===== src/rtl/timer_counter_compare_slopes_assert.svh =====
// ----------------------------------------------------------------------------
// Assertion macros for the timer/counter block
// Short forms for same-cycle and next-cycle implications under reset.
// ----------------------------------------------------------------------------
`ifndef TIMER_COUNTER_COMPARE_SLOPES_ASSERT_SVH
`define TIMER_COUNTER_COMPARE_SLOPES_ASSERT_SVH

// same-cycle implication
`define TCS_ASSERT_SAME(label, clk_s, rst_s, ante, cons, msg) \
  label: assert property (@(posedge clk_s) disable iff (rst_s) (ante) |-> (cons)) \
    else $error(msg);

// next-cycle implication
`define TCS_ASSERT_NEXT(label, clk_s, rst_s, ante, cons, msg) \
  label: assert property (@(posedge clk_s) disable iff (rst_s) (ante) |=> (cons)) \
    else $error(msg);

`endif


===== src/rtl/tcs_pkg.sv =====
// ----------------------------------------------------------------------------
// tcs_pkg
// Types and constants shared by the timer/counter modules.
// ----------------------------------------------------------------------------
`timescale 1ns / 1ps

package tcs_pkg;

  localparam int COUNT_BITS_DEF  = 16;
  localparam int NUM_COMPARE_DEF = 3;
  localparam int FIELD_W         = 16;
  localparam int NUM_CMP_MAX     = 3;
  localparam int CFG_IDX_W       = 3;
  localparam int SLOPE_W         = 2;

  typedef enum logic {
    OP_TICK = 1'b0,
    OP_LOAD = 1'b1
  } opcode_t;

  typedef enum logic [SLOPE_W-1:0] {
    SLOPE_INC  = 2'd0,
    SLOPE_DEC  = 2'd1,
    SLOPE_DUAL = 2'd2,
    SLOPE_FREE = 2'd3   // steps in current direction, no reversal
  } slope_t;

  typedef enum logic [CFG_IDX_W-1:0] {
    REG_ENABLE = 3'd0,
    REG_SLOPE  = 3'd1,
    REG_TOP    = 3'd2,
    REG_CMP_EN = 3'd3,
    REG_CMP_A  = 3'd4,
    REG_CMP_B  = 3'd5,
    REG_CMP_C  = 3'd6
  } reg_idx_t;

  typedef struct packed {
    logic                   count_enable;
    slope_t                 slope_mode;
    logic [FIELD_W-1:0]     top_value;
    logic [NUM_CMP_MAX-1:0] cmp_enable;
  } cfg_t;

  typedef struct packed {
    logic [FIELD_W-1:0]     count_now;
    logic                   hit_max;
    logic                   hit_top;
    logic                   hit_bottom;
    logic [NUM_CMP_MAX-1:0] match_mask;
    logic                   going_down;
  } res_t;

endpackage


===== src/rtl/timer_counter_compare_slopes.sv =====
// ----------------------------------------------------------------------------
// timer_counter_compare_slopes
// 16-bit style timer/counter with TOP, up/down/dual-slope and compare flags.
// ----------------------------------------------------------------------------
// Input channel (in_valid/in_stall): opcode selects a counting tick or a load
// of load_value. Each accepted word yields exactly one result word on the
// output channel (out_valid/out_stall): the count after the item, the
// MAX/TOP/BOTTOM flags and compare matches seen before the tick, and the
// direction. Results are registered (result or skid register); throughput is
// one word per cycle while in_stall is low, since the next count is formed in
// a single pass from the count register and written with the result register.
// A two-entry output buffer (result register plus skid register) lets a word
// be taken while the previous result waits; in_stall rises only when both
// entries are full, and is driven from a register.
// Configuration (cfg_valid/cfg_ready, cfg_index, cfg_data) is always ready;
// the user must make writes while the block is idle; the block does not
// enforce this. Writing slope_mode 0 or 1 also sets the direction to up or down.
// Reset (rst, synchronous) clears the count, direction, registers (top_value
// to all ones) and empties the output buffer. No clearing pass is needed.
// ----------------------------------------------------------------------------
`timescale 1ns / 1ps
`include "timer_counter_compare_slopes_assert.svh"

module timer_counter_compare_slopes #(
  parameter int COUNT_BITS  = tcs_pkg::COUNT_BITS_DEF,
  parameter int NUM_COMPARE = tcs_pkg::NUM_COMPARE_DEF
) (
  input  logic                                clk,
  input  logic                                rst,
  // configuration
  input  logic                                cfg_valid,
  output logic                                cfg_ready,
  input  logic [tcs_pkg::CFG_IDX_W-1:0]       cfg_index,
  input  logic [tcs_pkg::FIELD_W-1:0]         cfg_data,
  // input words
  input  logic                                in_valid,
  output logic                                in_stall,
  input  logic                                opcode,
  input  logic [tcs_pkg::FIELD_W-1:0]         load_value,
  // result words
  output logic                                out_valid,
  input  logic                                out_stall,
  output logic [tcs_pkg::FIELD_W-1:0]         count_now,
  output logic                                hit_max,
  output logic                                hit_top,
  output logic                                hit_bottom,
  output logic [tcs_pkg::NUM_CMP_MAX-1:0]     match_mask,
  output logic                                going_down
);
  import tcs_pkg::*;

  cfg_t                                  cfg;
  logic [NUM_COMPARE-1:0][FIELD_W-1:0]   cmp_val;
  logic [COUNT_BITS-1:0]                 count;
  logic                                  down_dir;
  logic [COUNT_BITS-1:0]                 count_next;
  logic                                  down_dir_next;
  res_t                                  res_next;
  res_t                                  res_q;
  res_t                                  skid_q;
  logic                                  skid_valid;
  logic                                  cfg_wr;
  logic                                  in_acc;
  logic                                  out_pop;

  assign cfg_ready = 1'b1;
  assign cfg_wr    = cfg_valid && cfg_ready;
  assign in_stall  = skid_valid;
  assign in_acc    = in_valid && !in_stall;
  assign out_pop   = out_valid && !out_stall;

  tcs_step #(
    .COUNT_BITS  (COUNT_BITS),
    .NUM_COMPARE (NUM_COMPARE)
  ) u_step (
    .cnt        (count),
    .dir        (down_dir),
    .is_load    (opcode == OP_LOAD),
    .load_value (load_value),
    .cfg        (cfg),
    .cmp_val    (cmp_val),
    .cnt_next   (count_next),
    .dir_next   (down_dir_next),
    .res        (res_next)
  );

  // configuration registers and counter state
  always_ff @(posedge clk) begin
    if (rst) begin
      cfg.count_enable <= 1'b0;
      cfg.slope_mode   <= SLOPE_INC;
      cfg.top_value    <= '1;
      cfg.cmp_enable   <= '0;
      count            <= '0;
      down_dir         <= 1'b0;
    end else begin
      if (in_acc) begin
        count    <= count_next;
        down_dir <= down_dir_next;
      end
      if (cfg_wr) begin
        unique case (cfg_index)
          REG_ENABLE: cfg.count_enable <= cfg_data[0];
          REG_SLOPE: begin
            cfg.slope_mode <= slope_t'(cfg_data[SLOPE_W-1:0]);
            if (slope_t'(cfg_data[SLOPE_W-1:0]) == SLOPE_INC) begin
              down_dir <= 1'b0;
            end else if (slope_t'(cfg_data[SLOPE_W-1:0]) == SLOPE_DEC) begin
              down_dir <= 1'b1;
            end
          end
          REG_TOP:    cfg.top_value  <= cfg_data;
          REG_CMP_EN: cfg.cmp_enable <= cfg_data[NUM_CMP_MAX-1:0];
          default: begin
          end
        endcase
      end
    end
  end

  // compare values sit at consecutive indexes from REG_CMP_A
  always_ff @(posedge clk) begin
    if (rst) begin
      cmp_val <= '0;
    end else if (cfg_wr) begin
      for (int i = 0; i < NUM_COMPARE; i++) begin
        if (cfg_index == CFG_IDX_W'(int'(REG_CMP_A) + i)) begin
          cmp_val[i] <= cfg_data;
        end
      end
    end
  end

  // result register with skid entry
  always_ff @(posedge clk) begin
    if (rst) begin
      out_valid  <= 1'b0;
      skid_valid <= 1'b0;
    end else if (skid_valid) begin
      if (out_pop) begin
        res_q      <= skid_q;
        skid_valid <= 1'b0;
      end
    end else if (in_acc) begin
      if (!out_valid || out_pop) begin
        res_q     <= res_next;
        out_valid <= 1'b1;
      end else begin
        skid_q     <= res_next;
        skid_valid <= 1'b1;
      end
    end else if (out_pop) begin
      out_valid <= 1'b0;
    end
  end

  assign count_now  = res_q.count_now;
  assign hit_max    = res_q.hit_max;
  assign hit_top    = res_q.hit_top;
  assign hit_bottom = res_q.hit_bottom;
  assign match_mask = res_q.match_mask;
  assign going_down = res_q.going_down;

  `TCS_ASSERT_SAME(a_skid_behind_out, clk, rst, skid_valid, out_valid,
    "skid entry full while result register empty")

  `TCS_ASSERT_NEXT(a_load_no_flags, clk, rst,
    in_acc && opcode == OP_LOAD && !out_valid,
    out_valid && !hit_max && !hit_top && !hit_bottom && match_mask == '0,
    "load word produced flags")

  `TCS_ASSERT_NEXT(a_disabled_hold, clk, rst,
    in_acc && opcode == OP_TICK && !cfg.count_enable,
    count == $past(count),
    "count moved while disabled")

  `TCS_ASSERT_SAME(a_up_mode_dir, clk, rst, cfg.slope_mode == SLOPE_INC, !down_dir,
    "counting down in up mode")

endmodule


===== src/rtl/tcs_step.sv =====
// ----------------------------------------------------------------------------
// tcs_step
// Next-count and flag logic for one item: flags on the current count, then
// step, wrap, reverse or reload.
// ----------------------------------------------------------------------------
`timescale 1ns / 1ps

module tcs_step #(
  parameter int COUNT_BITS  = tcs_pkg::COUNT_BITS_DEF,
  parameter int NUM_COMPARE = tcs_pkg::NUM_COMPARE_DEF
) (
  input  logic [COUNT_BITS-1:0]                          cnt,
  input  logic                                           dir,
  input  logic                                           is_load,
  input  logic [tcs_pkg::FIELD_W-1:0]                    load_value,
  input  tcs_pkg::cfg_t                                  cfg,
  input  logic [NUM_COMPARE-1:0][tcs_pkg::FIELD_W-1:0]   cmp_val,
  output logic [COUNT_BITS-1:0]                          cnt_next,
  output logic                                           dir_next,
  output tcs_pkg::res_t                                  res
);
  import tcs_pkg::*;

  // common width for comparing count against 16-bit register values
  localparam int CMP_W = (COUNT_BITS > FIELD_W) ? COUNT_BITS : FIELD_W;

  logic [CMP_W-1:0]       cnt_w;
  logic [CMP_W-1:0]       top_w;
  logic [CMP_W-1:0]       top_m1_w;
  logic [CMP_W-1:0]       next_w;
  logic [NUM_CMP_MAX-1:0] hits;

  assign cnt_w    = CMP_W'(cnt);
  assign top_w    = CMP_W'(cfg.top_value);
  assign top_m1_w = top_w - CMP_W'(1);

  genvar gi;
  generate
    for (gi = 0; gi < NUM_CMP_MAX; gi++) begin : g_cmp
      if (gi < NUM_COMPARE) begin : g_on
        assign hits[gi] = cfg.cmp_enable[gi] && (cnt_w == CMP_W'(cmp_val[gi]));
      end else begin : g_off
        assign hits[gi] = 1'b0;
      end
    end
  endgenerate

  always_comb begin
    logic f_max;
    logic f_top;
    logic f_bot;
    logic top_zero;
    logic tick;

    tick     = !is_load && cfg.count_enable;
    f_max    = &cnt;
    f_top    = (cnt_w == top_w);
    f_bot    = (cnt == '0);
    top_zero = (cfg.top_value == '0);

    cnt_next = cnt;
    dir_next = dir;

    if (is_load) begin
      cnt_next = COUNT_BITS'(CMP_W'(load_value));
    end else if (cfg.count_enable) begin
      cnt_next = dir ? (cnt - COUNT_BITS'(1)) : (cnt + COUNT_BITS'(1));
      if (f_max && !f_top) begin
        cnt_next = '0;
      end
      if (f_top) begin
        if (cfg.slope_mode == SLOPE_INC || top_zero) begin
          cnt_next = '0;
        end else if (cfg.slope_mode == SLOPE_DUAL && !dir) begin
          dir_next = 1'b1;
          cnt_next = top_m1_w[COUNT_BITS-1:0];
        end
      end
      // reversal at bottom looks at the direction after the TOP action
      if (f_bot && !top_zero) begin
        if (cfg.slope_mode == SLOPE_DEC) begin
          cnt_next = top_w[COUNT_BITS-1:0];
        end else if (cfg.slope_mode == SLOPE_DUAL && dir_next) begin
          dir_next = 1'b0;
          cnt_next = COUNT_BITS'(1);
        end
      end
    end

    next_w         = CMP_W'(cnt_next);
    res.count_now  = next_w[FIELD_W-1:0];
    res.hit_max    = tick && f_max;
    res.hit_top    = tick && f_top;
    res.hit_bottom = tick && f_bot;
    res.match_mask = tick ? hits : '0;
    res.going_down = dir_next;
  end

endmodule


===== config.mk =====
export PLATFORM = sky130hd
export DESIGN_NAME = timer_counter_compare_slopes
export DESIGN_NICKNAME = d
export VERILOG_FILES = /design/src/rtl/tcs_pkg.sv /design/src/rtl/timer_counter_compare_slopes.sv /design/src/rtl/tcs_step.sv
export VERILOG_INCLUDE_DIRS = /design/src /design/src/rtl
export SDC_FILE = /design/constraint.sdc
export NUM_CORES = 1
export LEC_CHECK = 0
export BUFFER_PORTS_ARGS = -buffer_cell sky130_fd_sc_hd__buf_2
export CAP_MARGIN = 20
export CELL_PAD_IN_SITES_DETAIL_PLACEMENT = 0
export CELL_PAD_IN_SITES_GLOBAL_PLACEMENT = 1
export CORE_MARGIN = 3
export CORE_UTILIZATION = 50
export DETAILED_ROUTE_END_ITERATION = 8
export GPL_TIMING_DRIVEN = 0
export HOLD_SLACK_MARGIN = 0.08
export PLACE_DENSITY = 0.95
export SKIP_CTS_REPAIR_TIMING = 1
export SYNTH_ARGS = -nofsm -noshare
export SYNTH_HDL_FRONTEND = slang
export SYNTH_SLANG_ARGS = --single-unit

===== constraint.sdc =====
create_clock -name clk -period 4.75 [get_ports clk]
set_input_delay 0.7125 -clock clk [delete_from_list [all_inputs] [get_ports clk]]
set_output_delay 0.7125 -clock clk [all_outputs]
set_load 0.02 [all_outputs]

==> flow_summary.yaml <==
outcome:
  status: "completed"
routing:
  routed_wl_um: 25500
  first_iter_violations: 896
  drt_first_pass_iters: 5
  wl_per_cell_um: 21.0
  drc: 0
  ant_nets: 0
  vias: 7387
  drt-vias-per-instance: 6.06
grt:
  track_usage: 0.290
  antenna_found_initial: 0
  grt_max_degree: 21
  grt_remaining_overflow: 0
  first_global_vias: 6908
  grt_pass1_wl_um: 39100
floorplan:
  initial_core_util: 0.514
  num_io_pins: 67
  core_area_um2: 15300
  rows: 45
  dieArea_um2: 17300
  die_h_um: 132
  die_w_um: 132
placement:
  port_buffers: 63
  dp_hpwl_um: 18500
  dp.cells: 1186
  placed_area_um2: 8510
  place_ws_ns: 0.893
  place_congestion: 0.988
sta:
  rsz0062_at_grt: "false"
  fin_hold_ws_ns: 0.468
  layout_setup_ws_ns: 0.748
  fin_crit_ns: 4.00
  slew_headroom: 0.318
  fin_skew_ns: 0.00924
  hold_viol: 0
  tightest_slew_ns: 0.995
  max_freq_mhz: 250
  final_max_slew_viol_count: 0
  setup_viol: 0
  fin_crit_sh: 0.843
  fin_tns_setup_ns: 0
power_and_ir_drop:
  finalPower_mw: 3.06
  p_switching_mw: 0.829
  power_frac_comb: 0.147
  p_sw_frac: 0.270
  powerDensity_nw_per_um2: 336
  p_leak_nw: 3.35
  intPower_mw: 2.24
  power.share.clock: 0.438
  vdd_drop_max_uv: 266
  power_frac_seq: 0.414
clock_network:
  clock_path_buffers: 2
  cts.sinks: 135
  path_clk_slew_ns: 0.06
  htreeDepth: 4
  cts_root_buf: "clkbuf_16"
  insertion_delay_ns: 0.42
  cts_inserted_buffers: 17
  tritoncts: "yes"
critical_path:
  reg2reg_depth: 10
  crit_start: "down_dir$_SDFF_PP0_"
  path_cells: "inv_1 > fa_1 > nand2b_1 > a21oi_1 > o31ai_1 > a2111oi_0 > o21ai_0 > and4b_1 > nor3b_1 > o41ai_1"
  worst-path-max-fanout: 20
  crit_slowest_cell: "dfxtp_1"
  r2r_setup_slack_ns: 0.75
  worstReg2RegStart: "down_dir$_SDFF_PP0_"
  cp.arrival_ns: 4.15
  crit_path_end_kind: "register"
  rr_endpoint: "count_now[14]$_DFFE_PP_"
  crit_path_start_kind: "register"
  cp_data_required_time_ns: 4.90
  critPathKind: "register to register"
  critPathMaxStageDelay_ns: 0.90
worst_hold_path:
  whs_endpoint: "cmp_val[45]$_SDFFE_PP0P_"
  hold_class: "register to register"
  hold_start: "cmp_val[45]$_SDFFE_PP0P_"
  whs_path_depth: 2
final_layout:
  drive_gt1_frac: 0.158
  num-nets-final: 1052
  final_cell_mix: "nand2_1, dfxtp_1, buf_2, a21oi_1, xnor2_1"
  finalNonFillerCells: 1218
  final_common_cell: "nand2_1"
  area_growth_pct: 15.7
  final_area_um2: 9110
  final_core_util: 0.595
  n_antenna_cell: 0
synth:
  ys_seq_area_frac: 0.402
  ys_ff_latch: 135
  synth_area_um2: 7880
  synth_top_area_frac: 0.226
  synth_fp_nets: 967
  synth_edf_count: 46
  synthCells: 909
  yosysTopAreaCell: "dfxtp_1"
  synthTopCellsByArea: "dfxtp_1, edfxtp_1, nand2_1, xnor2_1, a21oi_1"
  async_reset_ff_frac: 0
  ys.flop_type: "dfxtp_1"
  syn_avg_cell_area_um2: 8.67
  synth_cell_types: 77
  yosys_warnings: 0
run:
  maxCapViolCount: 0
## kinds of logic (layout without fill, tap and decap cells)
logic type	count (synthesis)	after routing	synth area share
multiplexers	22	22	0.0302
AO/OA/AOI/OAI	220	220	0.183
buffers and inverters	87	185	0.0486
flip-flops	135	135	0.402
adder cells (fa/ha/maj)	17	17	0.0280
XOR/XNOR	78	78	0.0867
other	1	1	0.000476
AND/OR/NAND/NOR	349	349	0.221
## sequential cells by signal (all words and copies together), names as in the netlist, 3 cells and up
name / count
cfg: 22
cmp_val: 48
count: 16
count_now: 16
match_mask: 3
skid_q: 23
## routing by layer
metal  vias to the layer above  part of all wire  GRT usage
li1                       3430                 -          -
met1                      3484              0.40      0.377
met2                       393              0.46      0.466
met3                        80             0.088     0.0559
met4                         0             0.047      0.137
met5                         -                 0          0
## power groups by stage
| stage | clock (mW) | combinational [mW] | sequential (mW) |
|---|---|---|---|
| CTS | 1.34 | 0.443 | 1.27 |
| global placement | 0 | 0.428 | 1.29 |
| finish | 1.34 | 0.451 | 1.27 |
| floorplan | 0 | 0.279 | 1.30 |
| global route | 1.40 | 0.485 | 1.27 |
| detailed placement | 0 | 0.437 | 1.29 |
## Yosys cell counts, types with 3 or more instances
| cell type | number |
|---|---|
| a21o_1 | 5 |
| o211ai_1 | 3 |
| a22oi_1 | 4 |
| edfxtp_1 | 46 |
| o21ai_1 | 7 |
| nand3_1 | 19 |
| o21bai_1 | 3 |
| o21a_1 | 5 |
| xnor2_1 | 58 |
| inv_1 | 20 |
| or3_1 | 9 |
| o2111ai_1 | 3 |
| nand2b_1 | 12 |
| nand2_1 | 139 |
| clkbuf_1 | 34 |
| nand3b_1 | 3 |
| nor2_1 | 55 |
| xor2_1 | 20 |
| a32oi_1 | 3 |
| mux2i_1 | 8 |
| and3_1 | 3 |
| dfxtp_1 | 89 |
| o31ai_1 | 10 |
| nand4b_1 | 4 |
| nor2b_1 | 23 |
| or4_1 | 3 |
| nand4_1 | 24 |
| and2_1 | 6 |
| mux2_2 | 13 |
| a211oi_1 | 5 |
| nor4_1 | 15 |
| nor3_1 | 17 |
| a211o_1 | 19 |
| a31oi_1 | 6 |
| o41ai_1 | 4 |
| buf_1 | 4 |
| ha_1 | 16 |
| a21oi_1 | 87 |
| buf_4 | 3 |
| o21ai_0 | 32 |
| a41oi_1 | 3 |
| buf_2 | 23 |
## how the worst max path moves through the flow
stage | depth (start not counted) | slack [ns] | end
3_3_place_gp | 3 | 0.44 | match_mask[1]$_DFFE_PP_
4_1_cts | 10 | 0.84 | count_now[14]$_DFFE_PP_
3_5_place_dp | 10 | 0.89 | count_now[14]$_DFFE_PP_
5_1_grt | 10 | 0.57 | skid_q[21]$_DFFE_PP_
2_1_floorplan | 3 | 1.40 | count_now[0]$_DFFE_PP_
6_report | 10 | 0.75 | count_now[14]$_DFFE_PP_
## cell type report
type,count,area (µm²)
Multi-Input combinational cell,687,4350
Clock inverter,10,116
Inverter,20,75.1
Timing Repair Buffer,66,350
Fill cell,1426,6200
Sequential cell,135,3160
Tap cell,211,264
Buffer,67,308
Clock buffer,22,484
## critical path, delay by kind of cell (launching register included)
family                     cells  cell delay (ns)
AOI/OAI and AO/OA              5             1.35
and+or+nand+nor                3             0.73
DFF                            1             0.90
buffers and inverters          1             0.28
adders and majority gates      1             0.46
No activity file was read; power rests on OpenSTA's default activity.
